File: config.mk
export PLATFORM = sky130hd
export DESIGN_NAME = pli_queue
export DESIGN_NICKNAME = d
export VERILOG_FILES = /design/src/hdl/pli_pkg.sv /design/src/hdl/pli_queue.sv
export SDC_FILE = /design/constraint.sdc
export NUM_CORES = 1
export LEC_CHECK = 0
export BUFFER_PORTS_ARGS = -buffer_cell sky130_fd_sc_hd__buf_2
export CAP_MARGIN = 30
export CORE_UTILIZATION = 35
export CTS_CLUSTER_DIAMETER = 100
export DETAILED_ROUTE_END_ITERATION = 10
export PLACE_DENSITY = 0.62
export SLEW_MARGIN = 20
export SYNTH_ARGS = -nofsm -noshare
export SYNTH_HDL_FRONTEND = slang
export SYNTH_SLANG_ARGS = --single-unit
File: constraint.sdc
create_clock -name i_clk -period 8.02 [get_ports i_clk]
set_input_delay 1.203 -clock i_clk [delete_from_list [all_inputs] [get_ports i_clk]]
set_output_delay 1.203 -clock i_clk [all_outputs]
set_load 0.005 [all_outputs]
File: src/hdl/pli_pkg.sv
`timescale 1ns / 1ps
package pli_pkg;
    localparam int MAX_KNOTS_DEF     = 64;
    localparam int FRACTION_BITS_DEF = 16;
    localparam int VAL_W   = 32;
    localparam int CNT_W   = 7;
    localparam int MODE_W  = 2;
    localparam int STAT_W  = 2;
    localparam int IDX_W   = 6;
    localparam int CFG_IDX_W  = 1;
    localparam int CFG_DATA_W = 7;

    localparam logic [CFG_IDX_W-1:0] REG_KNOT_COUNT = 1'b0;
    localparam logic [CFG_IDX_W-1:0] REG_EXTRAP_MODE = 1'b1;

    localparam logic [STAT_W-1:0] ST_OK         = 2'd0;
    localparam logic [STAT_W-1:0] ST_WRITTEN    = 2'd1;
    localparam logic [STAT_W-1:0] ST_ZERO_WIDTH = 2'd2;
    localparam logic [STAT_W-1:0] ST_SATURATED  = 2'd3;

    localparam logic [MODE_W-1:0] MODE_HOLD = 2'd1;
    localparam logic [MODE_W-1:0] MODE_ZERO = 2'd2;

    localparam logic OP_WRITE = 1'b0;
    localparam logic OP_QUERY = 1'b1;

    typedef struct packed {
        logic                     operation;
        logic [IDX_W-1:0]         knot_index;
        logic signed [VAL_W-1:0]  knot_x;
        logic signed [VAL_W-1:0]  knot_y;
        logic signed [VAL_W-1:0]  query_x;
    } t_req;

    typedef struct packed {
        logic signed [VAL_W-1:0] value;
        logic [STAT_W-1:0]       status;
    } t_rsp;
endpackage

File: src/hdl/pli_queue.sv
`timescale 1ns / 1ps
module pli_queue import pli_pkg::*; (
    input  logic i_clk,
    input  logic i_rst_n,
    input  logic i_push,
    input  t_req i_data,
    output logic o_full,
    input  logic i_pop,
    output logic o_valid,
    output t_req o_data
);
    // two-entry queue between front and back
    t_req       r_mem [2];
    logic       r_wp, r_rp;
    logic [1:0] r_cnt;

    assign o_full  = (r_cnt == 2'd2);
    assign o_valid = (r_cnt != 2'd0);
    assign o_data  = r_mem[r_rp];

    always_ff @(posedge i_clk) begin
        if (i_push) r_mem[r_wp] <= i_data;
        if (!i_rst_n) begin
            r_wp <= 1'b0;
            r_rp <= 1'b0;
            r_cnt <= 2'd0;
        end else begin
            if (i_push) r_wp <= ~r_wp;
            if (i_pop) r_rp <= ~r_rp;
            r_cnt <= r_cnt + 2'(i_push) - 2'(i_pop);
        end
    end
endmodule

After elaboration in Yosys (flattened, before gate mapping)

Memory sizes are Yosys's and may differ from the RTL's. A register that Yosys moved wholly into a read port is not among the register bits.
Index checks and enable logic that the tools add are counted.

Register bits: 4
Bits in writable memories: 206
Input bits: 107
Word-level logic and storage cells: 14
Memories: 1

$add $sub $neg: 2
Equal/unequal tests: 1
Multiplexer cells: 4
Bitwise gates (word level): 2
Reductions and logical operators: 1

Memories:

| memory | words | bits a word | read ports | clocked after Yosys merged registers in | write ports | line            | RTL |
|---|---|---|---|---|---|---|---|
| r_mem  | 2     | 103         | 1          | 1                                       | 1           | pli_queue.sv:13 | `t_req r_mem [2];` |

Operators by type and width:

| operator                                    | number |
|---|---|
| 1-bit two-way mux                           | 4 |
| 2-bit by 1-bit adder with 2-bit output      | 1 |
| 2-bit equality test (second input constant) | 1 |
| 1-bit inverter                              | 2 |
| 2-bit nonzero test                          | 1 |
| 2-bit by 1-bit subtractor with 2-bit output | 1 |

Depth between registers and ports, before layout

Word-level depth: 3
Depth in mapped cells: 6

Least setup slack after synthesis

No wires, ideal clock.

Path type: input to register
From: input port i_push
To: memory r_mem[0][0] (netlist bit) (enable)
Arrival: 5.714 ns
Data required time: 7.442 ns
Path slack: 1.727 ns
Stages: 1
Path buffers: 0
Cell sequence: nor2b_1

Word-level cells in the longest chain between the ends: 2

RTL lines:

| what                                    | line            | RTL |
|---|---|---|
| start: declaration                      | pli_queue.sv:5  | `input logic i_push,` |
| 1-bit two-way mux                       | pli_queue.sv:22 | `if (i_push) r_mem[r_wp] <= i_data;` |
| 1-bit two-way mux (not written as such) | pli_queue.sv:22 |  |
| end: declaration                        | pli_queue.sv:13 |  |

Every way passes these cells.

==> impl_metrics.json <==
{
  "status": "complete, no violations",
  "vias": 3933,
  "power_density_mw_per_mm2": 253,
  "clkLatencyLatePin_ps": 490,
  "drive_above_1_share_pct": 59.9,
  "worst_pin_slew_ps": 751,
  "netlist_instances": 341,
  "nets": 679,
  "finalSetupViolCount": 0,
  "drc": 0,
  "pin_count": 212,
  "dr.pass1.iters": 4,
  "rows": 53,
  "final_antenna_net_count": 0,
  "min_period_ps": 3770,
  "drt_wl_total_um": 14300,
  "maxSlewViolCount": 0,
  "coreArea_mm2": 0.0213,
  "synth_area_mm2": 0.00767,
  "yosys_warnings": 0,
  "finalHoldViolations": 0,
  "wl_met3_um": 1270,
  "leakagePower_nw": 3.62,
  "dp_hpwl_um": 9400,
  "cp-start-kind": "flop",
  "dieArea_mm2": 0.0225,
  "viasPerCell": 4.57,
  "cts_setup_buffers": 0,
  "wl_met1_um": 5480,
  "fmax_ghz": 0.265,
  "numCtsBuffers": 23,
  "yosysSeqAreaShare_pct": 81.9,
  "irDropWorstVdd_mv": 0.163,
  "area_growth_pct": 26.3,
  "fin_cells": 860,
  "finalCritPeriodShare_pct": 47.0,
  "seqPwrFrac_pct": 52.9,
  "p_sw_mw": 0.505,
  "grtUsageTotal_pct": 12.4,
  "htreeDepth": 1,
  "worstSetupEndpointType": "primary output",
  "port_buffers": 211,
  "avgSynthCellArea_um2": 22.5,
  "p_clk_share_pct": 38.3,
  "cts_sinks": 211,
  "highest_layer": "met4",
  "cp.required_ps": 6820,
  "final.setup.tns_ps": 0,
  "ys_ff_latch": 211,
  "cts_tree": "yes",
  "grt_pass1_wl_um": 21500,
  "worstPathArrival_ps": 2570,
  "clockBufferDepth": 3,
  "cts-root-buf": "clkbuf_16",
  "hold_path.class": "reg -> reg",
  "fin_skew_ps": 10.1,
  "routabilityCongestion": 0.722,
  "die_h_um": 150,
  "crit_type": "reg -> out",
  "synth_cell_types": 14,
  "fp.dieW_um": 150,
  "max_slew_margin_pct": 49.9,
  "drt_iter0_drc": 120,
  "syn_nets": 450,
  "dp.cells": 820,
  "crit_fanout": 54,
  "initial_utilization_pct": 36.1,
  "grt_max_degree": 55,
  "ctsHoldBuffers": 0,
  "swShare_pct": 20.6,
  "rsz0062_at_grt": "no",
  "pwr-share-comb_pct": 8.8,
  "clkTransAtPathRegs_ps": 50,
  "antenna_found_initial": 0,
  "intPower_mw": 1.95,
  "wl_per_cell_um": 16.6,
  "wl_met2_um": 7170,
  "grt_pass1_vias": 4213,
  "grt_overflow": 0,
  "drv_cap": 0,
  "cts_resized": 0
}
routing by layer:
metal | GRT usage (%) | up-vias
met5 | 0 | -
met3 | 4.33 | 23
li1 | - | 1812
met2 | 22.1 | 152
met4 | 4.09 | 0
met1 | 13.7 | 1946
critical path, cell delays in order, from the launching register on:
cell     delay (ps)
dfxtp_4         780
buf_4           680
mux2_2          420
buf_2           140
power groups by stage:
stage | clock network [mW] | registers (mW) | logic (mW)
after global placement | 0 | 1.32 | 0.217
after floorplan | 0 | 1.31 | 0.126
final | 0.939 | 1.30 | 0.217
after detailed placement | 0 | 1.32 | 0.222
after global routing | 1.01 | 1.30 | 0.239
after CTS | 0.973 | 1.30 | 0.224
layout make-up:
cell class | count | area [um^2]
clock inverter | 10 | 75.1
clock buffer | 29 | 598
antenna | 1 | 2.50
inverter | 2 | 7.51
timing repair buffer | 215 | 1090
tap | 275 | 344
fill | 1853 | 11600
multi-input combinational | 117 | 1290
sequential | 211 | 6290
Yosys cell counts:
cell type  count  area (um^2)
nor2b_1        4         25.0
o21a_1         1         7.51
buf_2          3         15.0
and2_1         4         25.0
edfxtp_1     206         6190
buf_6          7         78.8
xnor3_1        1         22.5
dfxtp_1        5          100
inv_1          2         7.51
ha_1           2         25.0
mux2_2       103         1160
buf_4          1         7.51
or2_2          1         6.26
xor2_1         1         8.76
cells by family (layout without fill, tap and decap cells):
| group | count (synthesis) | in the layout | synth area share, % |
|---|---|---|---|
| adders and majority gates | 2 | 2 | 0.326 |
| buffers and inverters | 13 | 256 | 1.42 |
| xor gates and xnor gates | 2 | 2 | 0.408 |
| muxes | 103 | 103 | 15.1 |
| and+or+nand+nor | 9 | 9 | 0.734 |
| AOI/OAI and AO/OA | 1 | 1 | 0.0979 |
| DFF | 211 | 211 | 81.9 |
| other | 0 | 1 | 0 |
flip-flops by register name, indices dropped and copies added, names as in the netlist, named ones only:
signal / flops
r_mem: 206
r_cnt: 2
r_wp: 1
r_rp: 1
cell usage in the layout, fill, tap and decap left out, types with 4 or more instances in the layout:
| cell type | netlist | final |
|---|---|---|
| buf_4 | 1 | 4 |
| edfxtp_1 | 206 | 206 |
| mux2_2 | 103 | 103 |
| buf_2 | 3 | 211 |
| clkbuf_16 | 0 | 23 |
| clkinv_1 | 0 | 5 |
| dfxtp_1 | 5 | 4 |
| clkbuf_1 | 0 | 6 |
final timing paths:
check | startpoint | endpoint | slack [ps] | depth (start not counted)
max | flop | o_data[41] | 4250 | 3
min | r_rp | r_rp | 580 | 2
max reg2reg | r_wp | r_mem[1][18] | 5850 | 2
min reg2reg | r_rp | r_rp | 580 | 2
metrics by stage:
step	power [mW]	setup slack [ps]	hold WS (ps)	instance area, um^2	utilization [%]
after floorplan	1.44	1730	555	7670	-
after global placement	1.54	4730	561	9020	42.4
after detailed placement	1.55	4660	564	9020	42.4
after CTS	2.50	4170	581	9690	45.5
after global routing	2.55	4090	600	9690	45.5
final	2.46	4250	580	9690	45.5
Power figures use the tool's default switching activity.
